==> src/sv/kprsc_pkg.sv <==
// Shared constants, widths and helpers for the keypad row scanner with code queue.
package kprsc_pkg;

    // Queue and matrix dimensions.
    localparam int RING_DEPTH = 32;
    localparam int MAX_ROWS   = 8;
    localparam int PTR_W      = $clog2(RING_DEPTH);
    localparam int ROW_W      = (MAX_ROWS > 1) ? $clog2(MAX_ROWS) : 1;

    // Field widths.
    localparam int PORT_W     = 16;
    localparam int CODE_W     = 8;
    localparam int ROW_CNT_W  = 4;

    // Configuration port.
    localparam int APB_ADDR_W = 3;
    localparam int APB_DATA_W = 32;
    localparam logic [APB_ADDR_W-1:0] REG_ROW_COUNT = 3'd0;
    localparam logic [ROW_CNT_W-1:0]  ROW_COUNT_RESET = 4'd8;

    // Item kinds carried on the input tuser bit.
    localparam logic OP_SAMPLE = 1'b0;
    localparam logic OP_POP    = 1'b1;

    // Word layouts.
    localparam int IN_DATA_W  = 3 * PORT_W;
    localparam int OUT_DATA_W = 24;

    // Next position of a ring pointer, wrapping from the last entry to zero.
    function automatic logic [PTR_W-1:0] ring_next(input logic [PTR_W-1:0] p);
        logic [PTR_W:0] inc;
        begin
            inc = {1'b0, p} + {{PTR_W{1'b0}}, 1'b1};
            if (inc >= (PTR_W + 1)'(RING_DEPTH))
            begin
                ring_next = '0;
            end
            else
            begin
                ring_next = inc[PTR_W-1:0];
            end
        end
    endfunction

endpackage

==> src/sv/keypad_row_scan_change_fifo.sv <==
// Keypad matrix row scanner that queues changed column codes in a ring.
//
// Input stream (s_axis_*): one word per item. tuser selects the kind of
// item: a sample of the currently selected row, or a pop of the oldest
// queued column code. tdata carries the three raw port words.
// Output stream (m_axis_*): exactly one result word per input word, in
// order. It gives the active-low drive for the row that the next sample
// scans, the popped code, and the empty, pushed and overflow flags.
// Configuration (APB): the row_count register at byte address 0 sets how
// many rows are scanned before the row counter wraps; write it only while
// no word is in flight.
// The result is registered and shows in the cycle after its word is accepted.
// All state is updated at the accepting edge, so while the receiver does
// not stall a new word can be accepted every cycle: one word per cycle.
// The result register doubles as the output buffer: while the receiver
// stalls, the held result keeps its value and s_axis_tready drops only
// when that register is full and not being drained in the same cycle.
// Reset clears the row counter, the stored row codes and both queue
// pointers, and sets row_count to 8. Queue entries are not cleared; only
// written entries are ever read. The queue holds RING_DEPTH - 1 codes; a
// changed code arriving at a full queue is dropped and flagged.
module keypad_row_scan_change_fifo
    import kprsc_pkg::*;
(
    input  logic                  clk,
    input  logic                  rst_n,

    // APB configuration port.
    input  logic                  psel,
    input  logic                  penable,
    input  logic                  pwrite,
    input  logic [APB_ADDR_W-1:0] paddr,
    input  logic [APB_DATA_W-1:0] pwdata,
    output logic [APB_DATA_W-1:0] prdata,
    output logic                  pready,

    // Input stream.
    input  logic                  s_axis_tvalid,
    output logic                  s_axis_tready,
    // tdata: port_c_word [15:0], port_f_word [31:16], port_a_word [47:32]
    input  logic [IN_DATA_W-1:0]  s_axis_tdata,
    // tuser: op [0]
    input  logic                  s_axis_tuser,

    // Output stream.
    output logic                  m_axis_tvalid,
    input  logic                  m_axis_tready,
    // tdata: row_drive [7:0], scan_code [15:8], fifo_empty [16],
    // code_pushed [17], overflow [18], zero fill [23:19]
    output logic [OUT_DATA_W-1:0] m_axis_tdata
);

    // Configuration register.
    logic [ROW_CNT_W-1:0] row_count_reg;
    logic                 cfg_write;

    // Scanner and queue state.
    logic [ROW_W-1:0]     current_row_reg;
    logic [ROW_W-1:0]     current_row_next;
    logic [CODE_W-1:0]    last_cols_reg [MAX_ROWS];
    logic [PTR_W-1:0]     wr_ptr_reg;
    logic [PTR_W-1:0]     wr_ptr_next;
    logic [PTR_W-1:0]     rd_ptr_reg;
    logic [PTR_W-1:0]     rd_ptr_next;
    logic [CODE_W-1:0]    ring_mem [RING_DEPTH];
    logic [CODE_W-1:0]    ring_rd_reg;

    // Result register.
    logic                 out_valid_reg;
    logic [CODE_W-1:0]    row_drive_reg;
    logic                 pop_hit_reg;
    logic                 empty_reg;
    logic                 pushed_reg;
    logic                 ovf_reg;

    // Per-word combinational results.
    logic                 accept;
    logic                 is_pop;
    logic [PORT_W-1:0]    port_c;
    logic [PORT_W-1:0]    port_f;
    logic [PORT_W-1:0]    port_a;
    logic [CODE_W-1:0]    sample_code;
    logic                 row_changed;
    logic                 ring_empty;
    logic                 ring_full;
    logic                 do_push;
    logic                 do_pop;
    logic [ROW_CNT_W-1:0] eff_rows;
    logic [ROW_CNT_W-1:0] row_plus1;

    // ------------------------------------------------------------------
    // APB: always ready, one register at byte address zero.
    // ------------------------------------------------------------------
    assign pready    = 1'b1;
    assign cfg_write = psel && penable && pwrite && (paddr == REG_ROW_COUNT);

    always_comb
    begin
        prdata = '0;
        if (paddr == REG_ROW_COUNT)
        begin
            prdata = {{(APB_DATA_W - ROW_CNT_W){1'b0}}, row_count_reg};
        end
    end

    // ------------------------------------------------------------------
    // Handshake. The result register frees up when it is empty or being
    // taken in this cycle.
    // ------------------------------------------------------------------
    assign s_axis_tready = !out_valid_reg || m_axis_tready;
    assign accept        = s_axis_tvalid && s_axis_tready;
    assign is_pop        = (s_axis_tuser == OP_POP);

    assign port_c = s_axis_tdata[PORT_W-1:0];
    assign port_f = s_axis_tdata[2*PORT_W-1:PORT_W];
    assign port_a = s_axis_tdata[3*PORT_W-1:2*PORT_W];

    // Column lines are active low; invert so that a set bit is a pressed key.
    // Columns 1-4 from port C bits 0-3, 5-6 from port F bits 2-3, 7-8 from
    // port A bits 0-1.
    assign sample_code = {~port_a[1:0], ~port_f[3:2], ~port_c[3:0]};

    assign row_changed = (last_cols_reg[current_row_reg] != sample_code);
    assign ring_empty  = (rd_ptr_reg == wr_ptr_reg);
    assign ring_full   = (ring_next(wr_ptr_reg) == rd_ptr_reg);

    assign do_push = accept && !is_pop && row_changed && !ring_full;
    assign do_pop  = accept && is_pop && !ring_empty;

    // A row count of zero behaves as one, and anything above the matrix
    // height behaves as the full height.
    always_comb
    begin
        if (row_count_reg == '0)
        begin
            eff_rows = ROW_CNT_W'(1);
        end
        else if (row_count_reg > ROW_CNT_W'(MAX_ROWS))
        begin
            eff_rows = ROW_CNT_W'(MAX_ROWS);
        end
        else
        begin
            eff_rows = row_count_reg;
        end
    end

    // The counter wraps once it reaches the row count, which also covers
    // the case where the count was lowered below the current row.
    assign row_plus1 = ROW_CNT_W'(current_row_reg) + ROW_CNT_W'(1);

    always_comb
    begin
        current_row_next = current_row_reg;
        if (accept && !is_pop)
        begin
            if (row_plus1 >= eff_rows)
            begin
                current_row_next = '0;
            end
            else
            begin
                current_row_next = row_plus1[ROW_W-1:0];
            end
        end
    end

    assign wr_ptr_next = do_push ? ring_next(wr_ptr_reg) : wr_ptr_reg;
    assign rd_ptr_next = do_pop  ? ring_next(rd_ptr_reg) : rd_ptr_reg;

    // ------------------------------------------------------------------
    // Control state and result register.
    // ------------------------------------------------------------------
    always_ff @(posedge clk or negedge rst_n)
    begin
        if (!rst_n)
        begin
            row_count_reg   <= ROW_COUNT_RESET;
            current_row_reg <= '0;
            wr_ptr_reg      <= '0;
            rd_ptr_reg      <= '0;
            out_valid_reg   <= 1'b0;
            for (int i = 0; i < MAX_ROWS; i++)
            begin
                last_cols_reg[i] <= '0;
            end
        end
        else
        begin
            if (cfg_write)
            begin
                row_count_reg <= pwdata[ROW_CNT_W-1:0];
            end

            current_row_reg <= current_row_next;
            wr_ptr_reg      <= wr_ptr_next;
            rd_ptr_reg      <= rd_ptr_next;

            // The row's stored code follows every sample, even when the
            // queue was full and the change was dropped.
            if (accept && !is_pop)
            begin
                last_cols_reg[current_row_reg] <= sample_code;
            end

            if (accept)
            begin
                out_valid_reg <= 1'b1;
            end
            else if (m_axis_tready)
            begin
                out_valid_reg <= 1'b0;
            end
        end
    end

    // Result payload; loaded only when a word is accepted, so it holds
    // through a stall.
    always_ff @(posedge clk)
    begin
        if (accept)
        begin
            row_drive_reg <= ~(CODE_W'(1) << current_row_next);
            pop_hit_reg   <= do_pop;
            empty_reg     <= is_pop && ring_empty;
            pushed_reg    <= do_push;
            ovf_reg       <= !is_pop && row_changed && ring_full;
        end
    end

    // ------------------------------------------------------------------
    // Code queue memory: one write and one registered read per cycle.
    // ------------------------------------------------------------------
    always_ff @(posedge clk)
    begin
        if (do_push)
        begin
            ring_mem[wr_ptr_reg] <= sample_code;
        end
        if (do_pop)
        begin
            ring_rd_reg <= ring_mem[rd_ptr_reg];
        end
    end

    // ------------------------------------------------------------------
    // Output word.
    // ------------------------------------------------------------------
    assign m_axis_tvalid = out_valid_reg;
    assign m_axis_tdata  = {5'b0, ovf_reg, pushed_reg, empty_reg,
                            (pop_hit_reg ? ring_rd_reg : {CODE_W{1'b0}}),
                            row_drive_reg};

endmodule
==> config.mk <==
export PLATFORM = sky130hd
export DESIGN_NAME = keypad_row_scan_change_fifo
export DESIGN_NICKNAME = d
export VERILOG_FILES = /design/src/sv/kprsc_pkg.sv /design/src/sv/keypad_row_scan_change_fifo.sv
export SDC_FILE = /design/constraint.sdc
export NUM_CORES = 1
export LEC_CHECK = 0
export ABC_AREA = 1
export BUFFER_PORTS_ARGS = -buffer_cell sky130_fd_sc_hd__buf_2
export CORE_MARGIN = 3
export CORE_UTILIZATION = 60
export CTS_CLUSTER_SIZE = 10
export DETAILED_ROUTE_END_ITERATION = 12
export HOLD_SLACK_MARGIN = 0.15
export PLACE_DENSITY = 0.81
export SLEW_MARGIN = 5
export SYNTH_ARGS = -nofsm -noshare
export SYNTH_HDL_FRONTEND = slang
export SYNTH_SLANG_ARGS = --single-unit
==> constraint.sdc <==
create_clock -name clk -period 5.4 [get_ports clk]
set_input_delay 0.81 -clock clk [delete_from_list [all_inputs] [get_ports clk]]
set_output_delay 0.81 -clock clk [all_outputs]
set_load 0.1 [all_outputs]
; ---- Yosys cells after proc, flatten, opt, wreduce, memory -nomap -nowiden
; Memories as Yosys holds them, arrays and structs flattened. A register that Yosys moved wholly into a read port is not among the register bits.
; Index checks and enable logic that the tools add are counted.
[word_totals]
mem_bits_ro = 0
elab_cells = 76
latch_bits = 0
reg_bits = 94
ramBits = 256
n_memories = 1
[op_classes]
multipliers = 0
n_mux = 18
magnitude_cmp = 6
eq_ne = 3
div = 0
addsub = 3
shift = 1
bitwise = 5
n_reduce_logical = 21
[memory_table]
columns = name, depth, word_bits, read_ports, rd_ports_with_merged_regs, write_ports, line_no
row1 = ring_mem, 32, 8, 1, 1, 1, keypad_row_scan_change_fifo.sv:65  ; logic [CODE_W-1:0] ring_mem [RING_DEPTH];
[ops]
columns = operator, count
row1 = 64-bit bitwise mux, 1
row2 = 8-bit 2-to-1 mux, 4
row3 = 8-bit binary-select mux with 3-bit select, 1
row4 = 8-bit demux with 3-bit select, 1
row5 = 1-bit logical AND, 13
row6 = 5-bit by 1-bit adder with 6-bit output (second input constant), 2
row7 = 6-bit >= comparator (second input constant), 2
row8 = 4-bit 2-to-1 mux, 3
row9 = 5-bit == test, 2
row10 = 5-bit 2-to-1 mux, 2
row11 = 8-bit != test, 1
row12 = 8-bit NOT, 1
row13 = 1-bit by 3-bit << shifter with 8-bit output (first input constant), 1
row14 = 3-bit 2-to-1 mux, 2
row15 = 3-bit by 1-bit adder with 4-bit output (second input constant), 1
row16 = 4-bit >= comparator, 1
row17 = 4-bit >= comparator (second input constant), 1
row18 = 4-bit > comparator (second input constant), 1
row19 = 1-bit zero test, 4
row20 = 4-bit zero test, 1
row21 = 4-bit by 1-bit less-than comparator with 1-bit output (second input constant), 1
row22 = 1-bit 2-to-1 mux, 4
row23 = 2-bit NOT, 2
row24 = 3-bit NOT with 4-bit output, 1
row25 = other kinds (4), 4

; ---- Depth between registers and ports, before layout
[depth]
ltp_word = 9
ltp_mapped = 15

; ---- Worst setup path after synthesis
; Ideal clock, no wire load.
[synth_path]
kind = input port to output port
start = input paddr[1]
end = output prdata[0]
arrival_ns = 2.511
cell_stages = 2
t_required_ns = 4.590
slack_ns = 2.079
cell_sequence = or3_1 nor2_1
[synth_via]
elab_chain_cells = 2
[synth_lines]
columns = element, line_no
row1 = "start, declared", keypad_row_scan_change_fifo.sv:32  ; input logic [APB_ADDR_W-1:0] paddr,
row2 = 3-bit zero test, keypad_row_scan_change_fifo.sv:100  ; if (paddr == REG_ROW_COUNT)
row3 = 4-bit 2-to-1 mux, keypad_row_scan_change_fifo.sv:100
row4 = "end, declared", keypad_row_scan_change_fifo.sv:34  ; output logic [APB_DATA_W-1:0] prdata,
; No other way between the ends.

; ---- Worst setup path after layout
[layout_path]
start = register current_row_reg[0]
end = memory ring_mem[30][5] (enable)
[layout_via]
elab_chain_cells = 9
[layout_lines]
columns = element, line_no
row1 = "start, declared", keypad_row_scan_change_fifo.sv:58  ; logic [ROW_W-1:0] current_row_reg;
row2 = "start signal, assigned", keypad_row_scan_change_fifo.sv:195  ; current_row_reg <= current_row_next;
row3 = 3-bit NOT with 4-bit output (not written as such), keypad_row_scan_change_fifo.sv:123  ; assign row_changed = (last_cols_reg[current_row_reg] != sample_code);
row4 = 8-bit binary-select mux with 3-bit select, keypad_row_scan_change_fifo.sv:123
row5 = 8-bit 2-to-1 mux (not written as such) (2 in series), keypad_row_scan_change_fifo.sv:123
row6 = 8-bit != test, keypad_row_scan_change_fifo.sv:123
row7 = 1-bit logical AND (2 in series), keypad_row_scan_change_fifo.sv:127  ; assign do_push = accept && !is_pop && row_changed && !ring_full;
row8 = 1-bit 2-to-1 mux, keypad_row_scan_change_fifo.sv:236  ; if (do_push)
row9 = 1-bit 2-to-1 mux (not written as such), keypad_row_scan_change_fifo.sv:238  ; ring_mem[wr_ptr_reg] <= sample_code;
row10 = "end, declared", keypad_row_scan_change_fifo.sv:65
; No other way between the ends. The select of a mux whose other input is x is not followed.

==> impl_metrics.py <==
metrics = {
    "status": {
        "status": "finished clean",
    },
    "timing": {
        "tightest_slew_ns": 0.992,
        "fmax_ghz": 0.302,
        "min_period_ns": 3.31,
        "finalCritPeriodShare": 0.613,
        "finalSetupTns_ns": 0,
        "rsz0062_at_grt": "false",
        "slew_viol_final": 0,
        "max-slew-margin-rel": 0.336,
        "skew_ns": 0.0232,
        "setup_violations": 0,
        "hold_viol": 0,
    },
    "clock_network": {
        "path_clk_slew_ns": 0.05,
        "cts_root_buffer": "clkbuf_16",
        "insertion_delay_ns": 0.53,
        "cts_setup_buffers": 0,
        "cts_tree": "built",
        "clk_path_buf_depth": 3,
        "ctsResizeCount": 0,
        "cts_buffers": 42,
        "cts.htree.levels": 2,
        "hold_buffers": 0,
        "cts_sinks": 358,
    },
    "detailed_routing": {
        "dr_wl_met3_mm": 2.66,
        "wirelength_mm": 35.4,
        "drc": 0,
        "drt-met1-wl_mm": 13.8,
        "avgViaCountPerCell": 5.87,
        "via_count": 11000,
        "initialDrtViolationCount": 1295,
        "top_layer": "met4",
        "wl_per_cell_um": 18.9,
        "drt-pass1-iter-count": 5,
        "ant_nets": 0,
        "wl_met2_mm": 17.6,
    },
    "power": {
        "ir_worst_vdd_uv": 321,
        "power.density_mw_per_mm2": 539,
        "leakage_uw": 0.00659,
    },
    "floorplan": {
        "start_util": 0.613,
        "die_area_sq_mm": 0.0287,
        "rows": 59,
        "io_pins": 150,
        "coreArea_sq_mm": 0.0261,
        "dieWidth_um": 169,
        "die_y_um": 169,
    },
    "cells_and_area": {
        "drive_gt1_frac": 0.117,
        "area_delta_synth_final_pct": 8.66,
        "largest_reg_flops": 256,
        "nets": 1613,
        "stdcell_count": 1869,
        "antenna_cells": 0,
        "nFillCells": 1868,
    },
    "critical_path": {
        "cp-start-kind": "register",
        "required_ns": 5.56,
        "cp_max_fo": 40,
        "startpoint": "current_row_reg[0]",
        "reg2regPathDepth": 12,
        "path_class": "register to register",
        "cp.arrival_ns": 3.48,
        "r2r-start": "current_row_reg[0]",
        "endpoint_kind": "register",
    },
    "synth": {
        "mappedNetlistArea_sq_mm": 0.0160,
        "avgSynthCellArea_sq_um": 10.8,
        "ys_types": 46,
        "ys_ff_latch": 358,
        "yosysSeqAreaShare": 0.645,
        "synthCells": 1489,
        "ys.warnings.count": 0,
    },
    "global_routing": {
        "antenna_found_initial": 0,
        "grt_max_degree": 107,
        "grt_pass1_vias": 10500,
        "gr-total-overflow": 0,
        "grt_pass1_wl_mm": 55.6,
        "grt_use_total": 0.247,
    },
    "placement": {
        "dp.cells": 1803,
        "place_congestion": 0.883,
        "portBuffers": 47,
        "hpwl_mm": 20.4,
    },
    "min_path": {
        "hp-class": "input port to async pin",
    },
    "flow_run": {
        "maxCapViolCount": 0,
    },
}
==> layer usage <==
layer  up-vias  GRT usage
li1       5081          -
met1      5288      0.324
met2       493      0.417
met3       100     0.0403
met4         0      0.101
met5         -          0
==> worst max-delay path: stages (launching register included) <==
cell	delay, ns
dfrtp_1	0.35
buf_4	0.27
inv_2	0.59
nand2_1	0.10
nand3_1	0.15
nand2_1	0.12
nor3_1	0.19
nor2_1	0.06
nand2_1	0.07
nor2_2	0.05
nand2_4	0.16
nand2_8	0.24
nor2_2	0.54
==> cells in the mapped netlist (all sizes together) <==
master,count,area [sq um]
a21boi,1,7.51
a21oi,13,76.3
a31oi,1,6.26
a32oi,2,17.5
and3,2,12.5
buf,67,534
clkbuf,48,180
clkdlybuf4s25,2,20.0
clkinv,10,37.5
conb,2,7.51
dfrtp,81,2030
dfstp,1,26.3
edfxtp,276,8290
ha,10,125
inv,106,405
nand2,265,1060
nand3,72,370
nand4,2,12.5
nor2,215,967
nor3,12,75.1
nor4,3,63.8
o211a,5,50.1
o211ai,11,82.6
o21a,5,37.5
o21ai,209,1050
o221ai,18,158
o22ai,39,244
or3,1,6.26
xnor2,3,26.3
xor2,7,61.3
==> through the flow <==
| step | cell area [sq um] | hold WS [ns] | setup slack, ns | util | power, uW |
|---|---|---|---|---|---|
| final | 17400 | 0.223 | 2.09 | 0.667 | 9390 |
| after CTS | 17400 | 0.230 | 2.11 | 0.667 | 9380 |
| after detailed placement | 16200 | 0.508 | 2.14 | 0.621 | 6870 |
| after global routing | 17400 | 0.245 | 1.83 | 0.667 | 9920 |
| after global placement | 16200 | 0.501 | 2.18 | 0.621 | 6760 |
| after floorplan | 16200 | 0.486 | 2.08 | - | 6130 |
==> report_power, final <==
| part | switching [uW] | leakage [uW] | total [uW] | internal (uW) |
|---|---|---|---|---|
| clock network | 1020 | 0.000578 | 2500 | 1480 |
| registers | 264 | 0.00343 | 3630 | 3360 |
| logic | 2350 | 0.00258 | 3260 | 913 |
| total | 3630 | 0.00659 | 9390 | 5750 |
==> worst paths after layout <==
kind	endpoint	slack, ns
setup / recovery	ring_mem[30][5]	2.09
hold / removal	last_cols_reg[46]	0.22
setup reg to reg	ring_mem[30][5]	2.09
hold reg to reg	last_cols_reg[45]	0.52
max in group asynchronous	rd_ptr_reg[0]	4.06
min in group clk	last_cols_reg[8]	0.49
==> cell families after synthesis <==
logic type               count (synthesis)  share of synthesized area
AND/OR/NAND/NOR                        572                      0.160
adder cells (fa/ha/maj)                 10                    0.00780
AO/OA/AOI/OAI                          304                      0.108
XOR/XNOR                                10                    0.00546
flip-flops                             358                      0.645
buffers and inverters                  233                     0.0734
other                                    2                   0.000468
==> area by class of cell <==
cell class / count / area [sq um] / share of cell area
clock buffer: 63 / 1160 / 0.0667
tap: 335 / 419 / 0.0241
clock inverter: 3 / 37.5 / 0.00215
inverter: 116 / 444 / 0.0255
timing repair buffer: 64 / 378 / 0.0217
multi-input combinational: 930 / 4630 / 0.266
sequential: 358 / 10300 / 0.594
==> cell usage in the layout (no fill, tap or decap), types with 7 or more instances in the layout <==
master and instances:
o221ai_1 18, nor2_4 7, buf_4 17, o22ai_1 39, dfrtp_1 79, clkbuf_1 19, inv_1 98, conb_1 34
nor3_1 9, xor2_1 7, nor2_1 176, edfxtp_1 276, nor2_2 30, clkinv_1 10, nand2_1 256, ha_1 10
o21ai_0 198, o211ai_1 11, buf_2 46, a21oi_1 12, clkbuf_16 43, nand3_1 70, o21ai_1 11
Power figures use the tool's default switching activity.
